### src/sv/gww_pkg.sv
package gww_pkg;

    // Word store depth and the derived widths
    localparam int MAX_WORD = 32;
    localparam int CNT_W    = $clog2(MAX_WORD + 1);
    localparam int IDX_W    = (MAX_WORD > 1) ? $clog2(MAX_WORD) : 1;
    localparam int POS_W    = 8;
    localparam int LEN_W    = 7;

    // Character codes
    localparam logic [7:0] CHAR_NUL   = 8'd0;
    localparam logic [7:0] CHAR_LF    = 8'd10;
    localparam logic [7:0] CHAR_SPACE = 8'd32;

    localparam logic [LEN_W-1:0] LINE_LEN_RESET = 7'd16;
    localparam logic [POS_W-1:0] POS_MAX        = 8'd255;

    typedef enum logic [1:0] {
        ST_IDLE,
        ST_CLOSE,
        ST_WORD,
        ST_TAIL
    } state_t;

    // Controller to datapath
    typedef struct packed {
        logic accept;     // input transfer this cycle
        logic load_nl;    // emit newline
        logic load_word;  // emit stored byte at the word index
        logic load_tail;  // emit trailing space or closing zero
        logic clear_idx;
        logic inc_idx;
    } ctrl_cmd_t;

    // Datapath to controller
    typedef struct packed {
        logic need_close;  // incoming byte closes a word
        logic wrap;        // line position plus word length exceeds line length
        logic count_zero;
        logic idx_at_end;
        logic out_free;    // output register can take a byte this cycle
    } ctrl_sts_t;

endpackage

### src/sv/greedy_word_wrap.sv
// Greedy word wrap over a byte stream.
// Input channel s_*: one text byte per transfer, s_tlast marks the last byte
// of the text buffer. A space (32) closes a word; a zero byte or the s_tlast
// byte closes the last word of the text.
// Output channel m_*: wrapped text. A closed word gives an optional newline,
// its stored bytes, then a space, or the closing zero (m_tuser high) at the
// end of the text. m_tlast marks the last byte caused by one input transfer.
// cfg_wen/cfg_wdata set the line length; write it only while the block idles.
// Throughput: a byte that only extends a word is accepted one per cycle. A
// closing byte goes through the newline-test state (optional newline), the
// word state, which replays the stored bytes one per cycle while the output
// is not stalled, and the tail state (trailing space or zero). The first
// output byte is the newline if due, else a word byte or the tail byte.
// s_tready is low while a word is replayed.
// Reset: line length returns to 16, word and line position clear, output
// empties. A stalled m_tready holds the output register and the replay.
module greedy_word_wrap (
    input  logic       aclk,
    input  logic       aresetn,
    input  logic       cfg_wen,
    input  logic [6:0] cfg_wdata,   // line_length
    input  logic       s_tvalid,
    output logic       s_tready,
    input  logic [7:0] s_tdata,     // [7:0] text_byte
    input  logic       s_tlast,     // is_final
    output logic       m_tvalid,
    input  logic       m_tready,
    output logic [7:0] m_tdata,     // [7:0] out_byte
    output logic       m_tlast,     // run_last
    output logic       m_tuser      // [0] text_done
);

    gww_pkg::ctrl_cmd_t cmd;
    gww_pkg::ctrl_sts_t sts;

    gww_ctrl u_ctrl (
        .aclk     (aclk),
        .aresetn  (aresetn),
        .s_tvalid (s_tvalid),
        .s_tready (s_tready),
        .sts      (sts),
        .cmd      (cmd)
    );

    gww_dp u_dp (
        .aclk      (aclk),
        .aresetn   (aresetn),
        .cfg_wen   (cfg_wen),
        .cfg_wdata (cfg_wdata),
        .s_tdata   (s_tdata),
        .s_tlast   (s_tlast),
        .m_tvalid  (m_tvalid),
        .m_tready  (m_tready),
        .m_tdata   (m_tdata),
        .m_tlast   (m_tlast),
        .m_tuser   (m_tuser),
        .cmd       (cmd),
        .sts       (sts)
    );

endmodule

### src/sv/gww_ctrl.sv
module gww_ctrl (
    input  logic                 aclk,
    input  logic                 aresetn,
    input  logic                 s_tvalid,
    output logic                 s_tready,
    input  gww_pkg::ctrl_sts_t   sts,
    output gww_pkg::ctrl_cmd_t   cmd
);

    gww_pkg::state_t state_reg;
    gww_pkg::state_t state_next;

    // State register
    always_ff @(posedge aclk) begin
        if (!aresetn) begin
            state_reg <= gww_pkg::ST_IDLE;
        end else begin
            state_reg <= state_next;
        end
    end

    // Next state
    always_comb begin
        state_next = state_reg;
        case (state_reg)
            gww_pkg::ST_IDLE: begin
                if (s_tvalid && sts.need_close) begin
                    state_next = gww_pkg::ST_CLOSE;
                end
            end
            gww_pkg::ST_CLOSE: begin
                if (!sts.wrap || sts.out_free) begin
                    state_next = sts.count_zero ? gww_pkg::ST_TAIL : gww_pkg::ST_WORD;
                end
            end
            gww_pkg::ST_WORD: begin
                if (sts.out_free && sts.idx_at_end) begin
                    state_next = gww_pkg::ST_TAIL;
                end
            end
            gww_pkg::ST_TAIL: begin
                if (sts.out_free) begin
                    state_next = gww_pkg::ST_IDLE;
                end
            end
            default: state_next = gww_pkg::ST_IDLE;
        endcase
    end

    // Outputs
    always_comb begin
        cmd      = '0;
        s_tready = 1'b0;
        case (state_reg)
            gww_pkg::ST_IDLE: begin
                s_tready   = 1'b1;
                cmd.accept = s_tvalid;
            end
            gww_pkg::ST_CLOSE: begin
                cmd.clear_idx = 1'b1;
                cmd.load_nl   = sts.wrap && sts.out_free;
            end
            gww_pkg::ST_WORD: begin
                cmd.load_word = sts.out_free;
                cmd.inc_idx   = sts.out_free && !sts.idx_at_end;
            end
            gww_pkg::ST_TAIL: begin
                cmd.load_tail = sts.out_free;
            end
            default: begin
                cmd = '0;
            end
        endcase
    end

endmodule

### src/sv/gww_dp.sv
module gww_dp (
    input  logic                 aclk,
    input  logic                 aresetn,
    input  logic                 cfg_wen,
    input  logic [6:0]           cfg_wdata,
    input  logic [7:0]           s_tdata,
    input  logic                 s_tlast,
    output logic                 m_tvalid,
    input  logic                 m_tready,
    output logic [7:0]           m_tdata,
    output logic                 m_tlast,
    output logic                 m_tuser,
    input  gww_pkg::ctrl_cmd_t   cmd,
    output gww_pkg::ctrl_sts_t   sts
);

    logic [7:0]                  store_mem [gww_pkg::MAX_WORD];
    logic [gww_pkg::CNT_W-1:0]   count_reg;
    logic [gww_pkg::POS_W-1:0]   pos_reg;
    logic [gww_pkg::LEN_W-1:0]   len_reg;
    logic                        skip_reg;
    logic                        last_reg;
    logic [gww_pkg::IDX_W-1:0]   idx_reg;
    logic                        valid_reg;
    logic [7:0]                  data_reg;
    logic                        tlast_reg;
    logic                        done_reg;

    logic                        in_zero;
    logic                        in_space;
    logic                        store_en;
    logic [gww_pkg::POS_W:0]     pos_sum;
    logic [gww_pkg::POS_W:0]     pos_tail;
    logic [gww_pkg::CNT_W-1:0]   idx_plus1;

    // Input byte classes
    assign in_zero  = (s_tdata == gww_pkg::CHAR_NUL);
    assign in_space = (s_tdata == gww_pkg::CHAR_SPACE);
    assign store_en = cmd.accept && !skip_reg && !in_zero && !in_space &&
                      (count_reg < gww_pkg::CNT_W'(gww_pkg::MAX_WORD));

    // Newline test and position arithmetic
    assign pos_sum   = {1'b0, pos_reg} + (gww_pkg::POS_W + 1)'(count_reg);
    assign pos_tail  = pos_sum + 1'b1;
    assign idx_plus1 = gww_pkg::CNT_W'(idx_reg) + 1'b1;

    assign sts.need_close = !skip_reg && (in_zero || in_space || s_tlast);
    assign sts.wrap       = pos_sum > (gww_pkg::POS_W + 1)'(len_reg);
    assign sts.count_zero = (count_reg == '0);
    assign sts.idx_at_end = (idx_plus1 == count_reg);
    assign sts.out_free   = !valid_reg || m_tready;

    // Word store: written at the fill count, read at the replay index
    always_ff @(posedge aclk) begin
        if (store_en) begin
            store_mem[count_reg[gww_pkg::IDX_W-1:0]] <= s_tdata;
        end
    end

    // Line length register
    always_ff @(posedge aclk) begin
        if (!aresetn) begin
            len_reg <= gww_pkg::LINE_LEN_RESET;
        end else if (cfg_wen) begin
            len_reg <= cfg_wdata;
        end
    end

    // Word and line state
    always_ff @(posedge aclk) begin
        if (!aresetn) begin
            count_reg <= '0;
            pos_reg   <= '0;
            skip_reg  <= 1'b0;
        end else begin
            if (cmd.accept) begin
                if (skip_reg) begin
                    if (s_tlast) begin
                        skip_reg <= 1'b0;
                    end
                end else if (in_zero) begin
                    skip_reg <= !s_tlast;
                end
            end
            if (store_en) begin
                count_reg <= count_reg + 1'b1;
            end
            if (cmd.load_nl) begin
                pos_reg <= '0;
            end
            if (cmd.load_tail) begin
                count_reg <= '0;
                if (last_reg) begin
                    pos_reg <= '0;
                end else if (pos_tail > (gww_pkg::POS_W + 1)'(gww_pkg::POS_MAX)) begin
                    pos_reg <= gww_pkg::POS_MAX;
                end else begin
                    pos_reg <= pos_tail[gww_pkg::POS_W-1:0];
                end
            end
        end
    end

    // Close kind and replay index
    always_ff @(posedge aclk) begin
        if (cmd.accept) begin
            last_reg <= in_zero || !in_space || s_tlast;
        end
        if (cmd.clear_idx) begin
            idx_reg <= '0;
        end else if (cmd.inc_idx) begin
            idx_reg <= idx_plus1[gww_pkg::IDX_W-1:0];
        end
    end

    // Output register
    always_ff @(posedge aclk) begin
        if (!aresetn) begin
            valid_reg <= 1'b0;
        end else if (cmd.load_nl || cmd.load_word || cmd.load_tail) begin
            valid_reg <= 1'b1;
        end else if (m_tready) begin
            valid_reg <= 1'b0;
        end
    end

    always_ff @(posedge aclk) begin
        if (cmd.load_nl) begin
            data_reg  <= gww_pkg::CHAR_LF;
            tlast_reg <= 1'b0;
            done_reg  <= 1'b0;
        end else if (cmd.load_word) begin
            data_reg  <= store_mem[idx_reg];
            tlast_reg <= 1'b0;
            done_reg  <= 1'b0;
        end else if (cmd.load_tail) begin
            data_reg  <= last_reg ? gww_pkg::CHAR_NUL : gww_pkg::CHAR_SPACE;
            tlast_reg <= 1'b1;
            done_reg  <= last_reg;
        end
    end

    assign m_tvalid = valid_reg;
    assign m_tdata  = data_reg;
    assign m_tlast  = tlast_reg;
    assign m_tuser  = done_reg;

endmodule

### config.mk
export PLATFORM = sky130hd
export DESIGN_NAME = greedy_word_wrap
export DESIGN_NICKNAME = d
export VERILOG_FILES = /design/src/sv/gww_pkg.sv /design/src/sv/greedy_word_wrap.sv /design/src/sv/gww_ctrl.sv /design/src/sv/gww_dp.sv
export SDC_FILE = /design/constraint.sdc
export NUM_CORES = 1
export LEC_CHECK = 0
export BUFFER_PORTS_ARGS = -buffer_cell sky130_fd_sc_hd__buf_2
export CAP_MARGIN = 30
export CELL_PAD_IN_SITES_DETAIL_PLACEMENT = 1
export CELL_PAD_IN_SITES_GLOBAL_PLACEMENT = 2
export CORE_MARGIN = 5
export CORE_UTILIZATION = 45
export CTS_BUF_LIST = sky130_fd_sc_hd__clkbuf_8
export CTS_CLUSTER_DIAMETER = 200
export CTS_CLUSTER_SIZE = 10
export DETAILED_ROUTE_END_ITERATION = 16
export PLACE_DENSITY = 0.83
export SETUP_SLACK_MARGIN = 0.02
export SKIP_LAST_GASP = 1
export SLEW_MARGIN = 25
export SYNTH_ARGS = -nofsm -noshare
export SYNTH_HDL_FRONTEND = slang
export SYNTH_SLANG_ARGS = --single-unit
### constraint.sdc
create_clock -name aclk -period 3.63 [get_ports aclk]
set_clock_uncertainty 0.15 [all_clocks]
set_input_delay 0.9075 -clock aclk [delete_from_list [all_inputs] [get_ports aclk]]
set_output_delay 0.9075 -clock aclk [all_outputs]
set_load 0.01 [all_outputs]
# == Yosys cells after proc, flatten, opt, wreduce, memory -nomap -nowiden ==
# Memory sizes are Yosys's and may differ from the RTL's. A register that Yosys moved wholly into a read port is not among the register bits.
# Index checks and enable logic that the tools add are counted.
# word_totals
mem_count,1
inputBits,21
out_inout_bits,12
ram_bits,256
regBits,41
word_cells,91
# classes
add_sub_neg,4
bitwise_logic,1
n_eq_ne,9
n_lt_le_gt_ge,3
reduce_logical,33
n_mux,29
# memory_table
name,depth,width,read_ports,rd_clocked_by_memory_dff,wr,line,text
u_dp.store_mem,32,8,1,1,1,gww_dp.sv:17,logic [7:0] store_mem [gww_pkg::MAX_WORD];
# op_table
op,count
8-bit 2-to-1 mux,6
1-bit 2-to-1 mux,15
5-bit 2-to-1 mux,2
8-bit by 6-bit adder with 9-bit output,1
9-bit by 1-bit adder with 9-bit output (second input constant),1
9-bit by 7-bit greater-than comparator with 1-bit output,1
9-bit by 8-bit greater-than comparator with 1-bit output (second input constant),1
1-bit logical AND,9
8-bit by 6-bit == test with 1-bit output (second input constant),1
8-bit zero test,1
1-bit logical OR,8
2-bit 2-to-1 mux,4
2-bit by 1-bit inequality test with 1-bit output (second input constant),4
2-bit case mux with 4 select lines,1
1-bit zero test,7
5-bit by 1-bit adder with 6-bit output (second input constant),1
6-bit by 1-bit adder with 6-bit output (second input constant),1
6-bit == test,1
6-bit zero test,1
6-bit less-than comparator (second input constant),1
6-bit 2-to-1 mux,1
2-bit nonzero test,3
2-bit == test (second input constant),2
4-bit AND reduction,1
other kinds (4),5

# == Depth between registers and ports, before layout ==
# Gate-level depths: netlist of run 1.
# logic_depth
word_depth,8
ltp_mapped,15
mapped_depth_nobuf,14

# == By module ==
# Synthesis of run 1 repeated with hierarchy kept, for this count alone.
# unflattened
cells_unflattened,710
area_unflattened_um2,12433.2
# by_module_without_submodules
mod,seq_area_each_um2,area_per_inst_um2,cells_each,n_inst
gww_dp,8578.2,12209.2,683,1
gww_ctrl,40.0,224.0,27,1

# == Worst setup path after synthesis of run 1 ==
# Ideal clock, no wire load.
# synth_path
kind,flip-flop to flip-flop
from,reg u_dp.count_reg[0] in the netlist's numbering
to,reg u_dp.pos_reg[4] in the netlist's numbering
arrival_time_ps,3443
path_buffers,0
setup_ps,60
setup_slack_ps,-22
stages_incl_launch_ff,14
t_required_ps,3420
period_less_slack_ps,3652
cell_sequence,dfxtp_1 > ha_1 > inv_1 > fa_1 > nand2b_1 > a21oi_1 > o32a_1 > o21a_1 > ha_1 > a2111oi_0 > a21oi_1 > or3_1 > a21oi_2 > a22o_1
# synth_between
elab_chain_cells,6
word_cells_on_any_way,10
cone_classes,add/sub (2); order compare (2); mux (4); reduce/logical (2)
# synth_lines
element,line,text
from (decl),gww_dp.sv:18,logic [gww_pkg::CNT_W-1:0] count_reg;
from (signal assigned),gww_dp.sv:86,count_reg <= count_reg + 1'b1;
8-bit by 6-bit adder with 9-bit output (*),gww_dp.sv:43,"assign pos_sum = {1'b0, pos_reg} + (gww_pkg::POS_W + 1)'(count_reg);"
9-bit by 1-bit adder with 9-bit output,gww_dp.sv:44,assign pos_tail = pos_sum + 1'b1;
9-bit by 8-bit greater-than comparator with 1-bit output,gww_dp.sv:95,end else if (pos_tail > (gww_pkg::POS_W + 1)'(gww_pkg::POS_MAX)) begin
8-bit 2-to-1 mux,gww_dp.sv:95,
8-bit 2-to-1 mux,gww_dp.sv:93,if (last_reg) begin
8-bit 2-to-1 mux,gww_dp.sv:91,if (cmd.load_tail) begin
to (signal assigned),gww_dp.sv:96,pos_reg <= gww_pkg::POS_MAX;
to (signal assigned),gww_dp.sv:98,pos_reg <= pos_tail[gww_pkg::POS_W-1:0];
to (decl),gww_dp.sv:19,logic [gww_pkg::POS_W-1:0] pos_reg;
# Mark *: on every way between the ends. The rest lies on a longest branch, timed or not.
# A chain may end at the register's enable or synchronous reset.

# == Final worst setup path of run 1 ==
# layout_path
from,reg u_dp.pos_reg[0] in the netlist's numbering
to,reg u_dp.pos_reg[4] in the netlist's numbering
# layout_between
elab_chain_cells,6
word_cells_on_any_way,10
cone_classes,add/sub (2); order compare (2); mux (4); reduce/logical (2)
# layout_lines
element,line
8-bit by 6-bit adder with 9-bit output (*),gww_dp.sv:43
9-bit by 1-bit adder with 9-bit output,gww_dp.sv:44
9-bit by 8-bit greater-than comparator with 1-bit output,gww_dp.sv:95
8-bit 2-to-1 mux,gww_dp.sv:95
8-bit 2-to-1 mux,gww_dp.sv:93
8-bit 2-to-1 mux,gww_dp.sv:91
# Marks and branches as above.

==> flow_metrics.py, run 1 <==
metrics = {
    "run_status": {
        "status": "finished clean",
    },
    "clock_network": {
        "cts_buffer_depth": 3,
        "cts.sink_count": 302,
        "clock-root-buffer": "clkbuf_8",
        "htree_levels": 2,
        "clk_pin_slew_ns": 0.08,
        "cts_tree": "done",
        "hold_buffers": 0,
        "clk_latency_ns": 0.55,
        "cts_made_buffers": 36,
    },
    "timing": {
        "period_share": 0.965,
        "setup_viol_count_final": 0,
        "fin_ws_ns": 0.126,
        "setup_tns_ns": 0,
        "slew_headroom": 0.393,
        "fmax_ghz": 0.285,
        "hold_violations": 0,
        "final.min_clock_period_ns": 3.50,
        "rsz0062_at_grt": "false",
        "tightest_slew_ns": 0.907,
        "maxSlewViolCount": 0,
    },
    "critical_path": {
        "cp-startpoint": "u_dp.pos_reg[0]",
        "path_delay_family": "compound AO/OA/AOI/OAI gates",
        "start_kind": "register",
        "critPathMaxStageDelay_ns": 0.40,
        "path_buf_inv": 2,
        "path_cells": "ha_2 > inv_1 > fa_2 > nand2b_4 > a21oi_4 > nor3_1 > o21a_2 > ha_4 > buf_4 > nand4_1 > o221ai_2 > a21oi_2 > or3_4 > a21oi_4 > a22o_1",
        "crit_slowest_cell": "fa_2",
        "path_common_cell": "a21oi_4",
        "worst-endpoint-required_ns": 3.97,
        "worstPathArrival_ns": 3.84,
        "ff2ff_path_depth": 15,
        "critPathKind": "register to register",
        "cp_num_cells": 15,
        "rr_endpoint": "u_dp.pos_reg[4]",
        "cp_max_fo": 8,
        "rrSetupSlack_ns": 0.13,
        "end_kind": "register",
        "crit_end": "u_dp.pos_reg[4]",
        "reg2reg_from": "u_dp.pos_reg[0]",
    },
    "logic_synthesis": {
        "synthSimpleGateAreaFrac": 0.0531,
        "ys_ff_latch": 302,
        "synthesis.area_um2": 12400,
        "async_flop_share": 0,
        "syn_area_per_cell_um2": 17.8,
        "syn_nets": 743,
        "synth_warnings": 0,
        "synth_edf_count": 257,
        "synth_fa_ha_area_frac": 0.0247,
        "synth_compound_area_frac": 0.0429,
        "synth_flop_cell": "edfxtp_1",
        "synth_xor_area_frac": 0.0126,
        "seq_area_frac_synth": 0.693,
        "synth_top_family_by_area": "multiplexers",
        "synth_mux_area_frac": 0.159,
        "yosysUniqueCellTypes": 58,
        "synth_cells": 698,
    },
    "floorplanning": {
        "initial_utilization": 0.459,
        "core-area_um2": 27100,
        "fp.dieW_um": 176,
        "rows": 60,
        "io_pins": 33,
        "dieArea_um2": 31100,
        "die_h_um": 176,
    },
    "route": {
        "dr.pass1.iters": 5,
        "wl_per_cell_um": 24.8,
        "avgViaCountPerCell": 5.76,
        "drc": 0,
        "first_iter_violations": 479,
        "num_vias": 6740,
        "wirelength_mm": 29.0,
        "ant_nets": 0,
    },
    "global_routing": {
        "grt_usage": 0.192,
        "grt_pass1_vias": 7344,
        "grt_max_degree": 65,
        "grt_overflow_total": 0,
        "antenna_found_initial": 0,
        "grt_pass1_wl_mm": 45.4,
    },
    "place": {
        "dp_slack_ns": -0.351,
        "routabilityCongestion": 0.779,
        "dp_hpwl_mm": 19.6,
        "io_buffers": 32,
        "post_dp_cell_area_um2": 13300,
        "placedCellCount": 1113,
    },
    "power": {
        "power_density_nw_per_um2": 557,
        "p_leak_nw": 4.58,
        "totalPowerFinal_mw": 7.80,
        "p_switching_mw": 2.19,
        "power_frac_seq": 0.519,
        "vdd_drop_max_v": 0.000380,
        "power.internal_mw": 5.61,
        "switching_share": 0.281,
        "pwr-share-clk": 0.268,
        "combPwrFrac": 0.213,
    },
    "finish": {
        "final_cell_mix": "edfxtp_1, mux4_2, nor2_1",
        "final_common_cell": "edfxtp_1",
        "drive_above_1_share": 0.279,
        "antenna_cells": 0,
        "syn_to_final_growth_pct": 12.4,
        "final_nets": 829,
        "layout.cells.non_filler": 1170,
        "stdcell_area_um2": 14000,
        "largest_reg_flops": 256,
    },
    "job": {
        "cap_violations": 0,
    },
    "min_path": {
        "min_path_type": "register to register",
    },
}
[metrics by stage]
step                      utilization  hold WS, ns
after CTS                       0.515        0.345
after floorplan                     -        0.289
after detailed placement        0.491        0.327
after global placement          0.491        0.304
after global routing            0.516        0.349
final                           0.516        0.333
[power groups by stage]
| stage | logic (mW) | clock network (mW) | registers, mW |
|---|---|---|---|
| after detailed placement | 1.67 | 0 | 4.12 |
| after CTS | 1.69 | 2.16 | 4.05 |
| final | 1.66 | 2.09 | 4.05 |
| after global routing | 1.80 | 2.34 | 4.06 |
| after floorplan | 1.05 | 0 | 4.09 |
| after global placement | 1.62 | 0 | 4.11 |
[kinds of logic after synthesis]
| family | count (synthesis) |
|---|---|
| DFF | 302 |
| and+or+nand+nor | 135 |
| AOI/OAI and AO/OA | 76 |
| xor gates and xnor gates | 17 |
| muxes | 98 |
| buffers and inverters | 46 |
| adders and majority gates | 24 |
[how the worst min path moves through the flow]
| stage | from | endpoint | cells past startpoint |
|---|---|---|---|
| after floorplan | u_dp.pos_reg[0] | u_dp.pos_reg[0] | 1 |
| after global placement | u_dp.pos_reg[0] | u_dp.pos_reg[0] | 1 |
| after detailed placement | u_dp.pos_reg[0] | u_dp.pos_reg[0] | 1 |
| after CTS | u_dp.pos_reg[2] | u_dp.pos_reg[2] | 1 |
| after global routing | u_dp.pos_reg[0] | u_dp.pos_reg[0] | 1 |
| final | u_dp.pos_reg[0] | u_dp.pos_reg[0] | 1 |
[layer usage]
layer	wire length, um	up-vias	track usage
met5	0	-	0
met4	856	0	0.0608
met3	1590	47	0.0323
met2	14700	230	0.330
met1	11900	3502	0.253
li1	-	2961	-
[area by class of cell]
class                           instances  area, um^2
Timing Repair Buffer                   76         528
Fill cell                            2524       13100
Clock buffer                           36         495
Sequential cell                       302        8630
Multi-Input combinational cell        350        3730
Tap cell                              372         465
Inverter                               18        67.6
Clock inverter                         16        80.1
[cell usage after synthesis, types with 3 or more instances]
cell type  instances  area [um^2]
o21ai_0            8         40.0
nand4_1            5         31.3
inv_1             18         67.6
a211oi_1          11         82.6
clkbuf_1          16         60.1
and4_1             3         26.3
mux4_2            80         1800
nor3_1             5         25.0
buf_2             10         50.1
a21oi_1           15         75.1
nor2_1            67          251
xor2_1            10         87.6
mux2i_1           18          180
o21a_1             7         52.6
nor2b_1            4         25.0
nand2_1           19         71.3
nand3_1            6         30.0
ha_1              23          288
a31oi_1            7         43.8
o2bb2ai_1          5         43.8
edfxtp_1         257         7720
xnor2_1            6         52.6
or3_1              4         25.0
nand3b_1           4         30.0
dfxtp_1           45          901
[timing repair]
| action | CTS | global route |
|---|---|---|
| buffers inserted | 3 | 1 |
| endpoints found under the setup margin | 21 | 10 |
| endpoints found under the hold margin | 0 | 0 |
| pin swaps | 6 | 6 |
| resized for setup | 10 | 7 |
Note: power is estimated with default switching activity, not from simulation.
==> run 2: changes to the inputs <==
--- a/config.mk
+++ b/config.mk
@@ -5,17 +5,18 @@
 export SDC_FILE = /design/constraint.sdc
 export NUM_CORES = 1
 export LEC_CHECK = 0
+export ABC_AREA = 1
 export BUFFER_PORTS_ARGS = -buffer_cell sky130_fd_sc_hd__buf_2
 export CAP_MARGIN = 30
 export CELL_PAD_IN_SITES_DETAIL_PLACEMENT = 1
 export CELL_PAD_IN_SITES_GLOBAL_PLACEMENT = 2
 export CORE_MARGIN = 5
-export CORE_UTILIZATION = 45
+export CORE_UTILIZATION = 44
 export CTS_BUF_LIST = sky130_fd_sc_hd__clkbuf_8
 export CTS_CLUSTER_DIAMETER = 200
 export CTS_CLUSTER_SIZE = 10
 export DETAILED_ROUTE_END_ITERATION = 16
-export PLACE_DENSITY = 0.83
+export PLACE_DENSITY = 0.87
 export SETUP_SLACK_MARGIN = 0.02
 export SKIP_LAST_GASP = 1
 export SLEW_MARGIN = 25
==> constraint.sdc (replaced) <==
create_clock -name aclk -period 3.85 [get_ports aclk]
set_clock_uncertainty 0.15 [all_clocks]
set_input_delay 0.9625 -clock aclk [delete_from_list [all_inputs] [get_ports aclk]]
set_output_delay 0.9625 -clock aclk [all_outputs]
set_load 0.01 [all_outputs]
==> run 2 against run 1 <==
Net effect: first-iteration DRC count rose by 77%; setup slack improved by 0.29 ns; non-clock buffer count fell by 21; worst hold slack got worse by 0.0097 ns; clock-buffer cell count rose by 2.
==> flow_metrics.py, run 2 <==
metrics = {
    "run_status": {
        "status": "finished clean",
    },
    "clock_network": {
        "post_cts_buffers": 0,
        "htree_levels": 2,
        "post_cts_resized": 0,
        "clk_latency_ns": 0.55,
        "clock-root-buffer": "clkbuf_8",
        "cts_made_buffers": 36,
        "hold_buffers": 0,
        "clk_pin_slew_ns": 0.08,
        "cts_buffer_depth": 3,
        "cts_tree": "done",
        "cts.sink_count": 302,
    },
    "floorplanning": {
        "die_h_um": 181,
        "rows": 62,
        "initial_utilization": 0.447,
        "dieArea_um2": 32800,
        "fp.dieW_um": 181,
        "io_pins": 33,
        "core-area_um2": 28800,
    },
    "finish": {
        "drive_above_1_share": 0.0984,
        "antenna_cells": 0,
        "seqCellArea_um2": 8620,
        "final_nets": 1256,
        "num-fill-cells": 3110,
        "syn_to_final_growth_pct": 9.62,
        "largest_reg_flops": 256,
        "final_cell_mix": "edfxtp_1, nor2_1, o21ai_0",
        "final_common_cell": "edfxtp_1",
        "multi_input_area_um2": 3760,
    },
    "timing": {
        "period_share": 0.892,
        "hold_violations": 0,
        "hold_ws_ns": 0.324,
        "slew_headroom": 0.394,
        "setup_tns_ns": 0,
        "maxSlewViolCount": 0,
        "rsz0062_at_grt": "false",
        "setup_viol_count_final": 0,
        "tightest_slew_ns": 0.905,
        "final.min_clock_period_ns": 3.44,
        "fmax_ghz": 0.291,
    },
    "route": {
        "num_vias": 9147,
        "ant_nets": 0,
        "wl_per_cell_um": 22.5,
        "avgViaCountPerCell": 5.67,
        "first_iter_violations": 848,
        "wirelength_mm": 36.3,
        "drc": 0,
        "dr.pass1.iters": 5,
    },
    "critical_path": {
        "worstPathArrival_ns": 3.73,
        "critPathMaxStageDelay_ns": 0.46,
        "path_buf_inv": 4,
        "worst-endpoint-required_ns": 4.15,
        "path_common_cell": "nand2_1",
        "crit_slowest_cell": "fa_1",
        "cp_max_fo": 12,
        "path_cells": "ha_1 > inv_1 > fa_1 > inv_1 > nand2_1 > nand2_1 > nand3_1 > nand2_1 > ha_1 > a21o_1 > nor2_1 > o21ai_0 > nand2_1 > nand2_1 > nand2_1 > nand3_1 > nand3_1 > buf_4 > nand2_1 > o21ai_0 > inv_1",
        "critPathKind": "register to register",
        "end_kind": "register",
        "start_kind": "register",
        "path_delay_family": "simple AND/OR/NAND/NOR gates",
    },
    "logic_synthesis": {
        "ys_ff_latch": 302,
        "async_flop_share": 0,
        "synthesis.area_um2": 12900,
        "syn_nets": 1218,
        "yosysTopAreaCellShare": 0.599,
        "syn_area_per_cell_um2": 11.0,
        "synth_warnings": 0,
        "yosysUniqueCellTypes": 40,
        "yosys-top-cells-count": "edfxtp_1, nor2_1, o21ai_0",
        "yosysTopAreaCell": "edfxtp_1",
        "synth_area_leaders": "edfxtp_1, dfxtp_1, o21ai_0",
        "yosysMostFrequentCell": "edfxtp_1",
        "seq_area_frac_synth": 0.669,
        "synth_cells": 1172,
        "synth_flop_cell": "edfxtp_1",
        "synth_edf_count": 257,
    },
    "power": {
        "p_switching_mw": 3.15,
        "switching_share": 0.369,
        "vdd_drop_max_v": 0.000315,
        "power_frac_seq": 0.453,
        "power_density_nw_per_um2": 606,
        "pwr-share-clk": 0.239,
        "combPwrFrac": 0.307,
        "power.internal_mw": 5.40,
        "p_leak_nw": 4.96,
    },
    "job": {
        "cap_violations": 0,
    },
    "place": {
        "routabilityCongestion": 0.813,
        "dp_hpwl_mm": 23.1,
        "io_buffers": 32,
    },
    "global_routing": {
        "antenna_found_initial": 0,
        "grt_pass1_wl_mm": 55.3,
        "grt_usage": 0.217,
        "grt_pass1_vias": 9441,
        "grt_overflow_total": 0,
        "grt_max_degree": 129,
    },
    "min_path": {
        "min_path_type": "register to register",
    },
}
run 2: changes by cell type in the layout (fill, tap and decap cells not counted), moves of 11 or more:
cell,before,now
o221ai_1,0,12
nor2_1,67,216
inv_1,30,82
nand3_1,6,63
mux2i_1,18,0
mux4_2,80,0
a21oi_1,12,39
o211ai_1,2,13
nand2_1,19,102
o21ai_0,8,171
buf_4,41,20
o22ai_1,1,52
run 2: per-stage QoR:
step,cells,setup slack [ns],cell area [um^2],total power [mW],util
3_3_place_gp,1556,0.538,13500,6.50,0.469
6_report,1614,0.414,14100,8.55,0.491
4_1_cts,1614,0.406,14100,8.62,0.491
5_1_grt,1614,0.0345,14100,9.02,0.491
2_1_floorplan,1172,0.959,12900,5.53,-
3_5_place_dp,1556,0.432,13500,6.58,0.469
run 2: power by group through the flow:
stage	combinational, mW	clock, mW	sequential [mW]
final	2.63	2.05	3.88
after global routing	2.89	2.24	3.89
after CTS	2.64	2.10	3.87
after detailed placement	2.63	0	3.95
after global placement	2.56	0	3.94
after floorplan	1.65	0	3.89
run 2: routing by layer:
| layer | routed length [um] | track usage |
|---|---|---|
| met5 | 0 | 0 |
| met4 | 1190 | 0.0730 |
| met3 | 1860 | 0.0334 |
| met2 | 18100 | 0.372 |
| met1 | 15200 | 0.283 |
run 2: final timing paths:
kind | cells after the start | slack [ns] | startpoint | end
hold reg to reg | 2 | 0.32 | u_dp.len_reg[3] | u_dp.len_reg[3]
setup / recovery | 21 | 0.41 | u_dp.count_reg[0] | u_dp.m_tvalid
setup reg to reg | 21 | 0.41 | u_dp.count_reg[0] | u_dp.m_tvalid
hold / removal | 2 | 0.32 | u_dp.len_reg[3] | u_dp.len_reg[3]
run 2: cell families after synthesis:
| logic type | synth area share |
|---|---|
| simple gates | 0.133 |
| compound gates | 0.132 |
| flops | 0.669 |
| buf+inv | 0.0386 |
| fa+ha+maj | 0.0249 |
| xor+xnor | 0.00272 |
run 2: worst register-to-register path: stages, from the launching register on:
cell,delay [ns]
dfxtp_1,0.43
ha_1,0.22
inv_1,0.07
fa_1,0.46
inv_1,0.11
nand2_1,0.10
nand2_1,0.10
nand3_1,0.06
nand2_1,0.11
ha_1,0.26
a21o_1,0.17
nor2_1,0.10
o21ai_0,0.08
nand2_1,0.06
nand2_1,0.05
nand2_1,0.06
nand3_1,0.12
nand3_1,0.11
buf_4,0.19
nand2_1,0.11
o21ai_0,0.15
inv_1,0.05
run 2: area by class of cell:
| cell class | instances | share of cell area |
|---|---|---|
| clock inverters | 20 | 0.00603 |
| multi-input cells | 743 | 0.267 |
| flip-flops and latches | 302 | 0.611 |
| clock buffers | 38 | 0.0370 |
| repair buffers | 55 | 0.0262 |
| well taps | 384 | 0.0340 |
| inverters | 72 | 0.0192 |
==> run 3: changes to the inputs <==
--- a/config.mk
+++ b/config.mk
@@ -16,8 +16,9 @@
 export CTS_CLUSTER_DIAMETER = 200
 export CTS_CLUSTER_SIZE = 10
 export DETAILED_ROUTE_END_ITERATION = 16
-export PLACE_DENSITY = 0.87
+export PLACE_DENSITY_LB_ADDON = 0.1
 export SETUP_SLACK_MARGIN = 0.02
+export SKIP_CTS_REPAIR_TIMING = 1
 export SKIP_LAST_GASP = 1
 export SLEW_MARGIN = 25
 export SYNTH_ARGS = -nofsm -noshare
==> run 3 against run 2 <==
Net effect: non-clock buffer count is 7 higher; final cell count is 0.50% higher; sequential share of layout area is 0.22 points lower; register-to-register slack better by 0.05 ns; critical path depth is 1 lower; total power is 0.15% higher; clock-buffer cell count is 2 lower; sequential cell count stayed put; setup slack better by 0.052 ns; maximum frequency is 1.5% higher; wire length is 1.5% higher.
==> flow_metrics.py, run 3 (synthesis results as in run 2) <==
metrics = {
    "clock_network": {
        "cts.sink_count": 302,
        "clk_latency_ns": 0.55,
        "htree_levels": 2,
        "cts_tree": "done",
        "cts_buffer_depth": 3,
        "cts_made_buffers": 36,
        "clock-root-buffer": "clkbuf_8",
        "clk_pin_slew_ns": 0.09,
    },
    "global_routing": {
        "antenna_found_initial": 0,
        "grt_max_degree": 93,
        "use_met3": 0.0328,
        "top_usage_layer": "met2",
        "grt_overflow_total": 0,
        "use_met1": 0.307,
        "grt_use_met2": 0.373,
        "grt_pass1_vias": 9397,
        "grt_pass1_wl_mm": 56.3,
        "grt_usage": 0.222,
    },
    "finish": {
        "num-fill-cells": 3133,
        "seqCellArea_um2": 8620,
        "largest_reg_flops": 256,
        "syn_to_final_growth_pct": 10.0,
        "final_common_cell": "edfxtp_1",
        "multi_input_area_um2": 3760,
        "final_cell_mix": "edfxtp_1, nor2_1, o21ai_0",
        "drive_above_1_share": 0.103,
        "stdcell_area_um2": 14200,
        "final_nets": 1263,
        "antenna_cells": 0,
    },
    "critical_path": {
        "end_kind": "register",
        "worstPathArrival_ns": 3.70,
        "rr_endpoint": "u_dp.pos_reg[2]",
        "path_common_cell": "nand2_1",
        "path_cells": "ha_1 > inv_1 > fa_1 > inv_1 > nand2_1 > nand2_1 > nand3_1 > nand2_1 > ha_1 > a21o_1 > nor2_1 > o21ai_0 > nand2_1 > nand2_1 > nand2_1 > nand3_1 > nand3_1 > buf_4 > nand3_1 > a21oi_1",
        "rrSetupSlack_ns": 0.47,
        "crit_slowest_cell": "fa_1",
        "worst-endpoint-required_ns": 4.17,
        "reg2reg_from": "u_dp.count_reg[0]",
        "ff2ff_path_depth": 20,
        "start_kind": "register",
        "cp_max_fo": 9,
        "critPathMaxStageDelay_ns": 0.45,
        "critPathKind": "register to register",
    },
    "route": {
        "first_iter_violations": 634,
        "ant_nets": 0,
        "dr.pass1.iters": 5,
        "drc": 0,
        "wirelength_mm": 36.9,
        "avgViaCountPerCell": 5.59,
        "wl_per_cell_um": 22.7,
        "num_vias": 9068,
    },
    "job": {
        "cap_violations": 0,
    },
    "place": {
        "post_dp_cell_area_um2": 13600,
        "routabilityCongestion": 0.794,
        "io_buffers": 32,
        "dp_hpwl_mm": 24.1,
    },
    "floorplanning": {
        "initial_utilization": 0.447,
        "fp.dieW_um": 181,
        "die_h_um": 181,
        "core-area_um2": 28800,
        "dieArea_um2": 32800,
        "rows": 62,
        "io_pins": 33,
    },
    "power": {
        "p_leak_nw": 4.99,
        "vdd_drop_max_v": 0.000316,
        "power_density_nw_per_um2": 604,
    },
    "timing": {
        "tightest_slew_ns": 0.904,
        "slew_headroom": 0.395,
        "setup_viol_count_final": 0,
        "final.min_clock_period_ns": 3.38,
        "hold_ws_ns": 0.317,
        "period_share": 0.879,
        "hold_violations": 0,
        "setup_tns_ns": 0,
        "rsz0062_at_grt": "false",
        "fmax_ghz": 0.296,
        "maxSlewViolCount": 0,
    },
    "min_path": {
        "holdPathEnd": "u_dp.len_reg[5]",
        "hold_depth": 2,
        "min_path_type": "register to register",
        "holdCritStartpoint": "u_dp.len_reg[5]",
    },
    "run_status": {
        "status": "finished clean",
    },
}
[run 3: through the flow]
stage / utilization / cells / power, mW / setup slack, ns
floorplan: - / 1172 / 5.53 / 0.959
global placement: 0.472 / 1563 / 6.58 / 0.489
detailed placement: 0.472 / 1563 / 6.63 / 0.346
CTS: 0.492 / 1622 / 8.64 / 0.322
global route: 0.492 / 1622 / 9.07 / 0.100
finish: 0.492 / 1622 / 8.56 / 0.466
[run 3: how the worst max path moves through the flow]
stage / end / slack, ns / startpoint / depth (start not counted)
after global routing: u_dp.pos_reg[4] / 0.10 / u_dp.count_reg[0] / 20
final: u_dp.pos_reg[2] / 0.47 / u_dp.count_reg[0] / 20
after floorplan: u_dp.pos_reg[1] / 0.96 / u_dp.count_reg[0] / 20
after CTS: u_dp.pos_reg[0] / 0.32 / u_dp.count_reg[0] / 20
after global placement: u_dp.pos_reg[5] / 0.49 / u_dp.count_reg[0] / 20
after detailed placement: u_dp.pos_reg[0] / 0.35 / u_dp.count_reg[0] / 20
[run 3: worst max-delay path: cells and delay by family, from the launching register on]
| family | cells | cell delay, ns |
|---|---|---|
| and+or+nand+nor | 11 | 1.06 |
| DFF | 1 | 0.39 |
| adders and majority gates | 3 | 0.94 |
| AOI/OAI and AO/OA | 3 | 0.39 |
| buffers and inverters | 3 | 0.39 |
[run 3: cell type report]
| type | count | area share |
|---|---|---|
| tap | 384 | 0.0339 |
| multi-input combinational | 743 | 0.266 |
| sequential | 302 | 0.609 |
| timing repair buffer | 62 | 0.0307 |
| clock inverter | 23 | 0.00706 |
| inverter | 72 | 0.0192 |
| clock buffer | 36 | 0.0350 |
[run 3: power breakdown]
group | total (mW) | switching (mW) | internal, mW | leakage (nW)
combinational | 2.64 | 1.85 | 0.795 | 1.93
clock | 2.03 | 1.15 | 0.875 | 0.375
sequential | 3.90 | 0.182 | 3.72 | 2.68
total | 8.56 | 3.18 | 5.39 | 4.99
[run 3: per-layer routing]
| metal | part of all wire | wire [um] |
|---|---|---|
| met3 | 0.040 | 1460 |
| met1 | 0.46 | 17000 |
| met4 | 0.021 | 757 |
| met2 | 0.48 | 17700 |
| met5 | 0 | 0 |
